**config.mk**
```make
export PLATFORM = sky130hd
export DESIGN_NAME = tail_drop_packet_buffer_scheduler_flat
export DESIGN_NICKNAME = d
export VERILOG_FILES = /design/src/rtl/core/tdpb_pkg.sv /design/src/rtl/core/tdpb_intf.sv /design/src/rtl/core/tail_drop_packet_buffer_scheduler.sv /design/src/rtl/core/tdpb_cell.sv /design/src/rtl/core/tdpb_chain.sv /design/src/flat_wrapper.sv
export SDC_FILE = /design/constraint.sdc
export NUM_CORES = 2
export LEC_CHECK = 0
export ABC_CLOCK_PERIOD_IN_PS = 39000
export BUFFER_PORTS_ARGS = -buffer_cell sky130_fd_sc_hd__buf_2
export CAP_MARGIN = 0
export CELL_PAD_IN_SITES_DETAIL_PLACEMENT = 0
export CELL_PAD_IN_SITES_GLOBAL_PLACEMENT = 1
export CORE_MARGIN = 10
export CORE_UTILIZATION = 54
export CTS_CLUSTER_DIAMETER = 30
export DETAILED_ROUTE_END_ITERATION = 12
export GPL_ROUTABILITY_DRIVEN = 1
export PLACE_DENSITY = 0.86
export SLEW_MARGIN = 30
export SYNTH_ARGS = -nofsm -noshare
export SYNTH_HDL_FRONTEND = slang
export SYNTH_SLANG_ARGS = --single-unit
```
**constraint.sdc**
```tcl
create_clock -name clk -period 39 [get_ports clk]
set_input_delay 3.9 -clock clk [delete_from_list [all_inputs] [get_ports clk]]
set_output_delay 3.9 -clock clk [all_outputs]
set_load 0.05 [all_outputs]
```
**src/rtl/core/tdpb_pkg.sv**
```systemverilog
// ----------------------------------------------------------------------------
// tdpb_pkg
// Shared constants, types and helpers for the tail-drop packet buffer.
// ----------------------------------------------------------------------------
package tdpb_pkg;

  // number of queue cells
  localparam int DEPTH = 64;
  localparam int IDX_W = (DEPTH > 1) ? $clog2(DEPTH) : 1;

  localparam int TIME_W = 32;
  localparam int PROC_W = 16;
  localparam int SIZE_W = 7;
  localparam logic [SIZE_W-1:0] SIZE_RESET = SIZE_W'(64);

  // register map
  localparam int ADDR_W = 3;
  localparam int DATA_W = 32;
  localparam logic REG_BUFFER_SIZE = 1'b0;

  typedef enum logic {
    ST_IDLE,
    ST_INSERT
  } state_t;

  // control from the sequencer to the cell chain
  typedef struct packed {
    logic              expire;
    logic              shift;
    logic [TIME_W-1:0] arrival;
    logic [TIME_W-1:0] new_finish;
  } chain_ctrl_t;

  // status from the cell chain
  typedef struct packed {
    logic [DEPTH-1:0]  valid;
    logic [TIME_W-1:0] head_finish;
  } chain_stat_t;

  function automatic logic [TIME_W-1:0] sat_add(input logic [TIME_W-1:0] a,
                                                input logic [PROC_W-1:0] b);
    logic [TIME_W:0] sum;
    sum = {1'b0, a} + (TIME_W+1)'(b);
    return sum[TIME_W] ? {TIME_W{1'b1}} : sum[TIME_W-1:0];
  endfunction

endpackage

```
**src/rtl/core/tdpb_intf.sv**
```systemverilog
// ----------------------------------------------------------------------------
// tdpb interfaces
// Valid/ready channels for packet descriptors and scheduling results.
// ----------------------------------------------------------------------------
interface tdpb_pkt_if;
  logic                          valid;
  logic                          ready;
  logic [tdpb_pkg::TIME_W-1:0]   arr_stamp;
  logic [tdpb_pkg::PROC_W-1:0]   svc_len;

  modport source (output valid, output arr_stamp, output svc_len, input ready);
  modport sink (input valid, input arr_stamp, input svc_len, output ready);
endinterface

interface tdpb_res_if;
  logic                          valid;
  logic                          ready;
  logic                          dropped;
  logic [tdpb_pkg::TIME_W-1:0]   svc_start;

  modport source (output valid, output dropped, output svc_start, input ready);
  modport sink (input valid, input dropped, input svc_start, output ready);
endinterface

```
**src/rtl/core/tail_drop_packet_buffer_scheduler.sv**
```systemverilog
// ----------------------------------------------------------------------------
// tail_drop_packet_buffer_scheduler
// Single-server packet buffer with tail drop, built as a row of queue cells.
// ----------------------------------------------------------------------------
//  channel  dir  handshake        payload
//  pkt      in   valid/ready      arr_stamp[31:0], svc_len[15:0]
//  res      out  valid/ready      dropped, svc_start[31:0]
//  apb      in   psel/penable     buffer_size at byte address 0
//
// per packet: retirement compare in every cell at the accept edge, then the
// full check, start time and, unless full, a one-place shift of the row.
// one result register; a waiting result does not block the next accept,
// but insert stalls while the result register is still occupied.
// reset empties the queue and sets buffer_size to 64; no clearing pass.
// ----------------------------------------------------------------------------
module tail_drop_packet_buffer_scheduler (
  input  logic                          clk,
  input  logic                          rst,
  tdpb_pkt_if.sink                      pkt,
  tdpb_res_if.source                    res,
  input  logic                          psel,
  input  logic                          penable,
  input  logic                          pwrite,
  input  logic [tdpb_pkg::ADDR_W-1:0]   paddr,
  input  logic [tdpb_pkg::DATA_W-1:0]   pwdata,
  output logic [tdpb_pkg::DATA_W-1:0]   prdata,
  output logic                          pready
);

  tdpb_pkg::state_t             state;
  tdpb_pkg::state_t             state_next;
  logic [tdpb_pkg::SIZE_W-1:0]  buffer_size;
  logic [tdpb_pkg::TIME_W-1:0]  arrival;
  logic [tdpb_pkg::PROC_W-1:0]  proc;
  logic                         res_valid;
  logic                         res_dropped;
  logic [tdpb_pkg::TIME_W-1:0]  res_start;

  tdpb_pkg::chain_ctrl_t        ctrl;
  tdpb_pkg::chain_stat_t        stat;

  logic                         full;
  logic [tdpb_pkg::TIME_W-1:0]  start;
  logic [31:0]                  size_ext;
  logic [tdpb_pkg::IDX_W-1:0]   size_idx;
  logic                         load;
  logic                         accept;

  // configuration
  assign pready = 1'b1;
  assign prdata = (paddr[2] == tdpb_pkg::REG_BUFFER_SIZE) ?
                  tdpb_pkg::DATA_W'(buffer_size) : '0;

  always_ff @(posedge clk) begin
    if (rst) begin
      buffer_size <= tdpb_pkg::SIZE_RESET;
    end else if (psel && penable && pwrite && pready &&
                 (paddr[2] == tdpb_pkg::REG_BUFFER_SIZE)) begin
      buffer_size <= pwdata[tdpb_pkg::SIZE_W-1:0];
    end
  end

  // full check: occupied cells form a prefix, so look at the last allowed cell
  assign size_ext = 32'(buffer_size);
  assign size_idx = tdpb_pkg::IDX_W'(size_ext - 32'd1);

  always_comb begin
    if (buffer_size == '0) begin
      full = 1'b1;
    end else if (size_ext >= 32'(tdpb_pkg::DEPTH)) begin
      full = stat.valid[tdpb_pkg::DEPTH-1];
    end else begin
      full = stat.valid[size_idx];
    end
  end

  assign start = stat.valid[0] ? stat.head_finish : arrival;

  // sequencer
  always_ff @(posedge clk) begin
    if (rst) begin
      state <= tdpb_pkg::ST_IDLE;
    end else begin
      state <= state_next;
    end
  end

  assign accept = pkt.valid && pkt.ready;

  always_comb begin
    state_next      = state;
    pkt.ready       = 1'b0;
    load            = 1'b0;
    ctrl.expire     = 1'b0;
    ctrl.shift      = 1'b0;
    ctrl.arrival    = pkt.arr_stamp;
    ctrl.new_finish = tdpb_pkg::sat_add(start, proc);
    unique case (state)
      tdpb_pkg::ST_IDLE: begin
        pkt.ready   = 1'b1;
        ctrl.expire = pkt.valid;
        if (pkt.valid) begin
          state_next = tdpb_pkg::ST_INSERT;
        end
      end
      tdpb_pkg::ST_INSERT: begin
        if (!res_valid || res.ready) begin
          load       = 1'b1;
          ctrl.shift = !full;
          state_next = tdpb_pkg::ST_IDLE;
        end
      end
      default: begin
        state_next = tdpb_pkg::ST_IDLE;
      end
    endcase
  end

  always_ff @(posedge clk) begin
    if (accept) begin
      arrival <= pkt.arr_stamp;
      proc    <= pkt.svc_len;
    end
  end

  tdpb_chain u_chain (
    .clk  (clk),
    .rst  (rst),
    .ctrl (ctrl),
    .stat (stat)
  );

  // result register
  always_ff @(posedge clk) begin
    if (rst) begin
      res_valid <= 1'b0;
    end else if (load) begin
      res_valid <= 1'b1;
    end else if (res.ready) begin
      res_valid <= 1'b0;
    end
  end

  always_ff @(posedge clk) begin
    if (load) begin
      res_dropped <= full;
      res_start   <= full ? '0 : start;
    end
  end

  assign res.valid     = res_valid;
  assign res.dropped   = res_dropped;
  assign res.svc_start = res_start;

`ifndef NO_ASSERTIONS
  a_prefix: assert property (@(posedge clk) disable iff (rst)
    (stat.valid & (stat.valid + 1'b1)) == '0)
    else $error("occupied cells are not a prefix of the row");

  a_no_overflow: assert property (@(posedge clk) disable iff (rst)
    ctrl.shift |-> !stat.valid[tdpb_pkg::DEPTH-1])
    else $error("insert would push an entry off the end of the row");

  a_insert_follows: assert property (@(posedge clk) disable iff (rst)
    accept |=> (state == tdpb_pkg::ST_INSERT) && !pkt.ready)
    else $error("accepted transaction not followed by insert");

  a_drop_zero: assert property (@(posedge clk) disable iff (rst)
    (res.valid && res.dropped) |-> (res.svc_start == '0))
    else $error("dropped result carries a nonzero start time");
`endif

endmodule

```
**src/rtl/core/tdpb_cell.sv**
```systemverilog
// ----------------------------------------------------------------------------
// tdpb_cell
// One queue slot: a finish time and an occupied flag, retired on arrival
// compare, shifted from its lower neighbor on insert.
// ----------------------------------------------------------------------------
module tdpb_cell (
  input  logic                        clk,
  input  logic                        rst,
  input  tdpb_pkg::chain_ctrl_t       ctrl,
  input  logic                        prev_valid,
  input  logic [tdpb_pkg::TIME_W-1:0] prev_finish,
  output logic                        valid,
  output logic [tdpb_pkg::TIME_W-1:0] finish
);

  always_ff @(posedge clk) begin
    if (rst) begin
      valid <= 1'b0;
    end else if (ctrl.shift) begin
      valid <= prev_valid;
    end else if (ctrl.expire && valid && (finish <= ctrl.arrival)) begin
      valid <= 1'b0;
    end
  end

  always_ff @(posedge clk) begin
    if (ctrl.shift) begin
      finish <= prev_finish;
    end
  end

endmodule

```
**src/rtl/core/tdpb_chain.sv**
```systemverilog
// ----------------------------------------------------------------------------
// tdpb_chain
// Row of queue cells; newest entry in cell 0, oldest at the highest
// occupied cell, so occupied cells always form a prefix.
// ----------------------------------------------------------------------------
module tdpb_chain (
  input  logic                  clk,
  input  logic                  rst,
  input  tdpb_pkg::chain_ctrl_t ctrl,
  output tdpb_pkg::chain_stat_t stat
);

  logic [tdpb_pkg::DEPTH-1:0]  valid;
  logic [tdpb_pkg::TIME_W-1:0] finish [tdpb_pkg::DEPTH];

  for (genvar i = 0; i < tdpb_pkg::DEPTH; i++) begin : g_cell
    if (i == 0) begin : g_head
      tdpb_cell u_cell (
        .clk         (clk),
        .rst         (rst),
        .ctrl        (ctrl),
        .prev_valid  (1'b1),
        .prev_finish (ctrl.new_finish),
        .valid       (valid[i]),
        .finish      (finish[i])
      );
    end else begin : g_body
      tdpb_cell u_cell (
        .clk         (clk),
        .rst         (rst),
        .ctrl        (ctrl),
        .prev_valid  (valid[i-1]),
        .prev_finish (finish[i-1]),
        .valid       (valid[i]),
        .finish      (finish[i])
      );
    end
  end

  assign stat.valid       = valid;
  assign stat.head_finish = finish[0];

endmodule
```
**src/flat_wrapper.sv**
```systemverilog
// flat-port wrapper written by rule: the top's interface ports become plain ports
module tail_drop_packet_buffer_scheduler_flat 
  (clk, rst, psel, penable, pwrite, paddr, pwdata, prdata, pready, pkt_valid, pkt_arr_stamp, pkt_svc_len, pkt_ready, res_valid, res_dropped, res_svc_start, res_ready);
  tdpb_pkt_if pkt_i ();
  tdpb_res_if res_i ();
  input  logic clk;
  input  logic rst;
  input  logic psel;
  input  logic penable;
  input  logic pwrite;
  input  logic [tdpb_pkg::ADDR_W-1:0] paddr;
  input  logic [tdpb_pkg::DATA_W-1:0] pwdata;
  output logic [tdpb_pkg::DATA_W-1:0] prdata;
  output logic pready;
  input wire logic [$bits(pkt_i.valid)-1:0] pkt_valid;
  input wire logic [$bits(pkt_i.arr_stamp)-1:0] pkt_arr_stamp;
  input wire logic [$bits(pkt_i.svc_len)-1:0] pkt_svc_len;
  output wire logic [$bits(pkt_i.ready)-1:0] pkt_ready;
  output wire logic [$bits(res_i.valid)-1:0] res_valid;
  output wire logic [$bits(res_i.dropped)-1:0] res_dropped;
  output wire logic [$bits(res_i.svc_start)-1:0] res_svc_start;
  input wire logic [$bits(res_i.ready)-1:0] res_ready;
  assign pkt_i.valid = pkt_valid;
  assign pkt_i.arr_stamp = pkt_arr_stamp;
  assign pkt_i.svc_len = pkt_svc_len;
  assign pkt_ready = pkt_i.ready;
  assign res_valid = res_i.valid;
  assign res_dropped = res_i.dropped;
  assign res_svc_start = res_i.svc_start;
  assign res_i.ready = res_ready;
  tail_drop_packet_buffer_scheduler u_core (.clk(clk), .rst(rst), .pkt(pkt_i), .res(res_i), .psel(psel), .penable(penable), .pwrite(pwrite), .paddr(paddr), .pwdata(pwdata), .prdata(prdata), .pready(pready));
endmodule
```
== After elaboration in Yosys (flattened, before gate mapping) ==
Cells that the tools add are included.

* Bits of input ports: 90
* Register bits: 2202
* Output and inout bits: 68
* Logic and storage cells: 551

* Reductions and logical operators: 201
* Order comparisons: 66
* Bitwise gates (word level): 2
* Add/subtract/negate cells: 2
* Multiplexer cells: 145

{| class="wikitable"
|+ Operators with widths
! kind !! count
|-
| 32-bit less-or-equal comparator || 64
|-
| 1-bit 2-to-1 mux || 141
|-
| 1-bit logical AND || 132
|-
| 2-bit nonzero test || 65
|-
| 32-bit by 16-bit adder with 33-bit output || 1
|-
| 32-bit 2-to-1 mux || 1
|-
| 7-bit >= comparator, second input constant || 1
|-
| 7-bit zero test || 1
|-
| 6-bit by 7-bit less-than comparator with 1-bit output, second input constant || 1
|-
| 7-bit 2-to-1 mux || 1
|-
| 1-bit binary-select mux with 6-bit select || 1
|-
| 6-bit by 1-bit subtractor with 6-bit output, second input constant || 1
|-
| 1-bit zero test || 2
|-
| 1-bit NOT || 2
|-
| 1-bit case mux with 2 select lines || 1
|-
| 1-bit logical OR || 1
|}

== Logic depth before layout (Yosys ltp) ==
* Depth after elaboration: 9
* Depth in mapped cells: 17
* Depth with buffers taken out: 11

== Cells and area by module ==
Synthesis repeated with hierarchy kept, for this count alone.

* Cell total of the unflattened synthesis: 10101
* Area total of the unflattened synthesis: 124105.3 um^2

{| class="wikitable"
|+ By module, submodules not included
! module !! area an instance (um^2) !! seq. area each (um^2) !! cells each !! instances
|-
| tdpb_cell || 1849.3 || 980.9 || 150 || 64
|-
| tail_drop_packet_buffer_scheduler || 5748.0 || 2612.5 || 500 || 1
|-
| tdpb_chain || 3.8 || 0.0 || 1 || 1
|}

== Least setup slack after synthesis ==
OpenSTA, ideal clock, no wires.

* Path type: input to register
* Start: input res_ready
* End: register u_core.u_chain.g_cell[0].g_head.u_cell.finish[0] (netlist bit), enable pin
* Stages: 6
* Library setup time: 1.544 ns
* Data arrival time: 28.519 ns
* Path slack: 8.937 ns
* Data required time: 37.456 ns
* Path buffers: 2
* Cells stage by stage: nand2b_1 -> and2_1 -> nand3_2 -> inv_2 -> buf_4 -> buf_2

{| class="wikitable"
|+ RTL lines
! what !! RTL line !! text
|-
| start, declared || flat_wrapper.sv:22 || <nowiki>input wire logic [$bits(res_i.ready)-1:0] res_ready;</nowiki>
|-
| end signal, assigned || tdpb_cell.sv:28 || <nowiki>finish <= prev_finish;</nowiki>
|-
| end, declared || tdpb_cell.sv:13 || <nowiki>output logic [tdpb_pkg::TIME_W-1:0] finish</nowiki>
|}

== Final worst setup path ==
* Start: register u_core.buffer_size[0] (netlist bit)
* End: register u_core.u_chain.g_cell[24].g_body.u_cell.finish[12] (netlist bit), enable pin

* Word-level cells in the longest chain between the ends: 8
* Elaborated cells between the ends (all ways): 10
* Classes of those cells: 1 x add/sub; 1 x order compare; 6 x mux; 2 x reduce/logical

{| class="wikitable"
|+ Ends and longest elaborated chain
! what !! RTL line !! text
|-
| start, declared || tail_drop_packet_buffer_scheduler.sv:32 || <nowiki>logic [tdpb_pkg::SIZE_W-1:0] buffer_size;</nowiki>
|-
| start signal, assigned || tail_drop_packet_buffer_scheduler.sv:56 || <nowiki>buffer_size <= tdpb_pkg::SIZE_RESET;</nowiki>
|-
| start signal, assigned || tail_drop_packet_buffer_scheduler.sv:59 || <nowiki>buffer_size <= pwdata[tdpb_pkg::SIZE_W-1:0];</nowiki>
|-
| 6-bit by 1-bit subtractor with 6-bit output || tail_drop_packet_buffer_scheduler.sv:65 || <nowiki>assign size_idx = tdpb_pkg::IDX_W'(size_ext - 32'd1);</nowiki>
|-
| 1-bit binary-select mux with 6-bit select || tail_drop_packet_buffer_scheduler.sv:73 || <nowiki>full = stat.valid[size_idx];</nowiki>
|-
| 1-bit 2-to-1 mux (implied by the code) || tail_drop_packet_buffer_scheduler.sv:73 ||
|-
| 1-bit 2-to-1 mux || tail_drop_packet_buffer_scheduler.sv:70 || <nowiki>end else if (size_ext >= 32'(tdpb_pkg::DEPTH)) begin</nowiki>
|-
| 1-bit 2-to-1 mux * || tail_drop_packet_buffer_scheduler.sv:68 || <nowiki>if (buffer_size == '0) begin</nowiki>
|-
| 1-bit zero test * || tail_drop_packet_buffer_scheduler.sv:109 || <nowiki>ctrl.shift = !full;</nowiki>
|-
| 1-bit 2-to-1 mux * || tail_drop_packet_buffer_scheduler.sv:107 || <nowiki>if (!res_valid || res.ready) begin</nowiki>
|-
| 1-bit 2-to-1 mux * || tail_drop_packet_buffer_scheduler.sv:98 || <nowiki>unique case (state)</nowiki>
|-
| end signal, assigned || tdpb_cell.sv:28 ||
|-
| end, declared || tdpb_cell.sv:13 ||
|}

Mark *: on every way between the ends. The rest lies on a longest branch, timed or not. The select of a mux whose other input is x is not followed.
A chain may end at the register's enable or synchronous reset.

==> flow_summary.ini <==
[detailed_routing]
wl_um = 293000
postRouteAntennaNets = 0
wire_per_inst_um = 24.9
drtIter0Drc = 6772
drc_errors = 0
viasPerCell = 6.34
drt-pass1-iter-count = 6
num_vias = 74700

[timing]
fin_skew_ns = 0.0994
fmax_mhz = 101
tns_ns = 0
whs_ns = 0.398
hold_viol_final = 0
relSlewSlack_pct = 26.2
slew_violations = 0
period_needed_ns = 9.95
setup_ws_ns = 29.05
min_period_over_period_pct = 25.5
rsz0062_at_grt = no
worst_pin_slew_ns = 1.10
setup_viol = 0

[global_routing]
grt_overflow_total = 0
grt_use_total_pct = 24.9
grt_pass1_wl_um = 448000
grt_pass1_vias = 77000
antenna_found_initial = 4
grt_max_degree = 196

[clocking]
cts_inserted_buffers = 470
worstSkewPairLatency_ns = 1.00
post_cts_buffers = 0
ctsHoldBuffers = 0
cts_max_path_buffers = 4
post_cts_resized = 0
clk_pin_slew_ns = 0.05
cts_tree = yes
ctsHtreeMaxLevel = 5
cts_root_buffer = clkbuf_16
clock-sinks = 2202

[placed_design]
io_buffer_count = 104
dp.final_hpwl_um = 198000
dp.cells = 10900
dpl_worst_slack_ns = 28.36
gp_congestion = 0.863

[power_and_ir_drop]
power_density_nw_per_um2 = 55.9
power.total_w = 0.00749
ir_drop_mv = 0.0495
power.leakage_nw = 52.0

[finish]
area_growth_pct = 18.3
nets = 10700
fillers = 14600
drive_above_1_share_pct = 11.8
finalNonFillerCells = 11800

[yosys]
async_flop_share_pct = 0
avgSynthCellArea_um2 = 14.2
synth.distinct_cells = 74
syn_area_um2 = 113000
yosysWarnings = 0
ys_seq_area_share_pct = 57.7
synth_cells = 7976
yosys_register_bits = 2202
synth-main-ff-cell = edfxtp_1
synth-edff-count = 2129

[floorplan]
fp.dieH_um = 478
die_w_um = 478
initial_core_util_pct = 54.2
coreArea_um2 = 209000
num_io_pins = 158
num_rows = 168
die_area_um2 = 229000

[worst_setup_path]
path_max_fanout = 130
crit_path_end_kind = register
cp.arrival_ns = 10.51
crit_required_ns = 39.57
worstSetupPathType = reg -> reg
start_kind = register

[hold_path]
min_path_type = reg -> reg

[run]
maxCapViolations = 0

[status]
status = finished clean
## layout by cell type (no fill, tap or decap), types with 18 or more instances in the layout
cell,netlist,layout
a2111oi_0,26,25
a211oi_1,54,54
a21o_1,498,498
a21oi_1,622,620
a221oi_1,19,19
a31oi_1,24,24
and3_1,41,41
and4_1,23,23
buf_2,12,102
buf_4,33,78
bufinv_16,0,69
clkbuf_1,31,53
clkbuf_16,0,477
clkinv_1,0,40
clkinv_2,0,85
clkinv_4,0,39
clkinvlp_4,0,60
conb_1,2,26
dfxtp_1,73,71
edfxtp_1,2129,2129
ha_1,2066,2066
inv_1,120,88
inv_4,0,23
inv_6,0,31
mux2_2,18,18
mux2i_1,35,35
nand2_1,270,269
nand2b_1,21,21
nand3_1,123,123
nand4_1,443,443
nor2_1,286,286
nor2b_1,141,141
nor3_1,88,88
nor4_1,52,52
o211ai_1,70,70
o21a_1,56,56
o21ai_0,314,314
o31ai_1,30,30
o41ai_1,41,41
or4_1,24,24
## final cells by class
class | count | area, um2 | share of cell area [%]
multi-input combinational | 5595 | 47100 | 35.1
antenna | 7 | 17.5 | 0.0131
sequential | 2202 | 65400 | 48.8
timing repair buffer | 199 | 1390 | 1.03
clock buffer | 543 | 12300 | 9.18
clock inverter | 322 | 3790 | 2.83
inverter | 122 | 536 | 0.399
tap | 2805 | 3510 | 2.62
## Yosys cell counts, types with 7 or more instances
library cell     n  area [um2]
a2111oi_0       26         228
a211o_1         10        87.6
a211oi_1        54         405
a21o_1         498        3740
a21oi_1        622        3110
a221oi_1        19         166
a311oi_1         9        78.8
a31oi_1         24         150
and3_1          41         257
and4_1          23         201
buf_2           12        60.1
buf_4           33         248
clkbuf_1        31         116
dfxtp_1         73        1460
edfxtp_1      2129       63900
ha_1          2066       25800
inv_1          120         450
mux2_2          18         203
mux2i_1         35         350
mux4_2          17         383
nand2_1        270        1010
nand2b_1        21         131
nand3_1        123         616
nand4_1        443        2770
nor2_1         286        1070
nor2b_1        141         882
nor3_1          88         440
nor4_1          52         325
o2111ai_1        9        78.8
o211ai_1        70         526
o21a_1          56         420
o21ai_0        314        1570
o21bai_1        14         105
o311a_1          7        70.1
o31ai_1         30         225
o41ai_1         41         359
or3_1           15        93.8
or4_1           24         180
xnor2_1         11        96.3
xor2_1          13         114
## routing by layer
| metal | vias to the layer above | wire, um | global-route usage, % |
|---|---|---|---|
| li1 | 33700 | - | - |
| met5 | - | 0 | 0 |
| met2 | 2946 | 139000 | 41.1 |
| met1 | 37400 | 120000 | 32.4 |
| met3 | 676 | 22300 | 4.83 |
| met4 | 0 | 11200 | 10.1 |
## power by group
group / internal, W / switching [W]
Combinational: 0.000229 / 0.000421
Clock: 0.00271 / 0.00131
Sequential: 0.00275 / 0.0000701
Total: 0.00569 / 0.00180
## logic make-up after synthesis
family | Yosys count | share of synthesized area [%]
flops | 2202 | 57.7
compound gates | 1858 | 10.4
simple gates | 1550 | 7.21
xor+xnor | 24 | 0.186
other cells | 2 | 0.00663
buf+inv | 203 | 0.802
fa+ha+maj | 2067 | 22.8
mux | 70 | 0.826
## path summary, 6_finish.rpt
check	startpoint	end	slack, ns	depth (start not counted)
worst max-delay path	u_core.buffer_size[0]	u_core.u_chain.g_cell[24].g_body.u_cell.finish[12]	29.05	16
worst min-delay path	u_core.u_chain.g_cell[24].g_body.u_cell.finish[17]	u_core.u_chain.g_cell[25].g_body.u_cell.finish[17]	0.40	0
worst max register to register	u_core.buffer_size[0]	u_core.u_chain.g_cell[24].g_body.u_cell.finish[12]	29.05	16
worst min register to register	u_core.u_chain.g_cell[24].g_body.u_cell.finish[17]	u_core.u_chain.g_cell[25].g_body.u_cell.finish[17]	0.40	0
## sequential cells by signal (all words and copies together) (netlist names)
| name | cells |
|---|---|
| u_core.arrival | 32 |
| u_core.buffer_size | 7 |
| u_core.proc | 16 |
| u_core.res.dropped | 1 |
| u_core.res.svc_start | 32 |
| u_core.res.valid | 1 |
| u_core.state | 1 |
| u_core.u_chain.g_cell.g_body.u_cell.finish | 2016 |
| u_core.u_chain.g_cell.g_body.u_cell.valid | 63 |
| u_core.u_chain.g_cell.g_head.u_cell.finish | 32 |
| u_core.u_chain.g_cell.g_head.u_cell.valid | 1 |
## worst max-delay path, cell delays in order, from the launching register on
cell      delay (ns)
dfxtp_2         0.31
buf_4           0.54
inv_1           0.31
ha_1            1.09
buf_4           0.42
mux4_2          0.51
and3_1          0.25
a211oi_1        0.22
o22ai_1         0.15
a32oi_4         0.71
nand3_2         0.74
buf_4           0.50
inv_8           0.64
buf_6           0.64
buf_4           0.74
buf_4           0.71
buf_6           0.65
## metrics by stage
| step | utilization, % | cell area, um2 |
|---|---|---|
| after global routing | 64.1 | 134000 |
| after global placement | 56.3 | 118000 |
| after CTS | 64.0 | 134000 |
| after floorplan | - | 113000 |
| final | 64.1 | 134000 |
| after detailed placement | 56.3 | 118000 |
(Power assumes the default switching activity.)
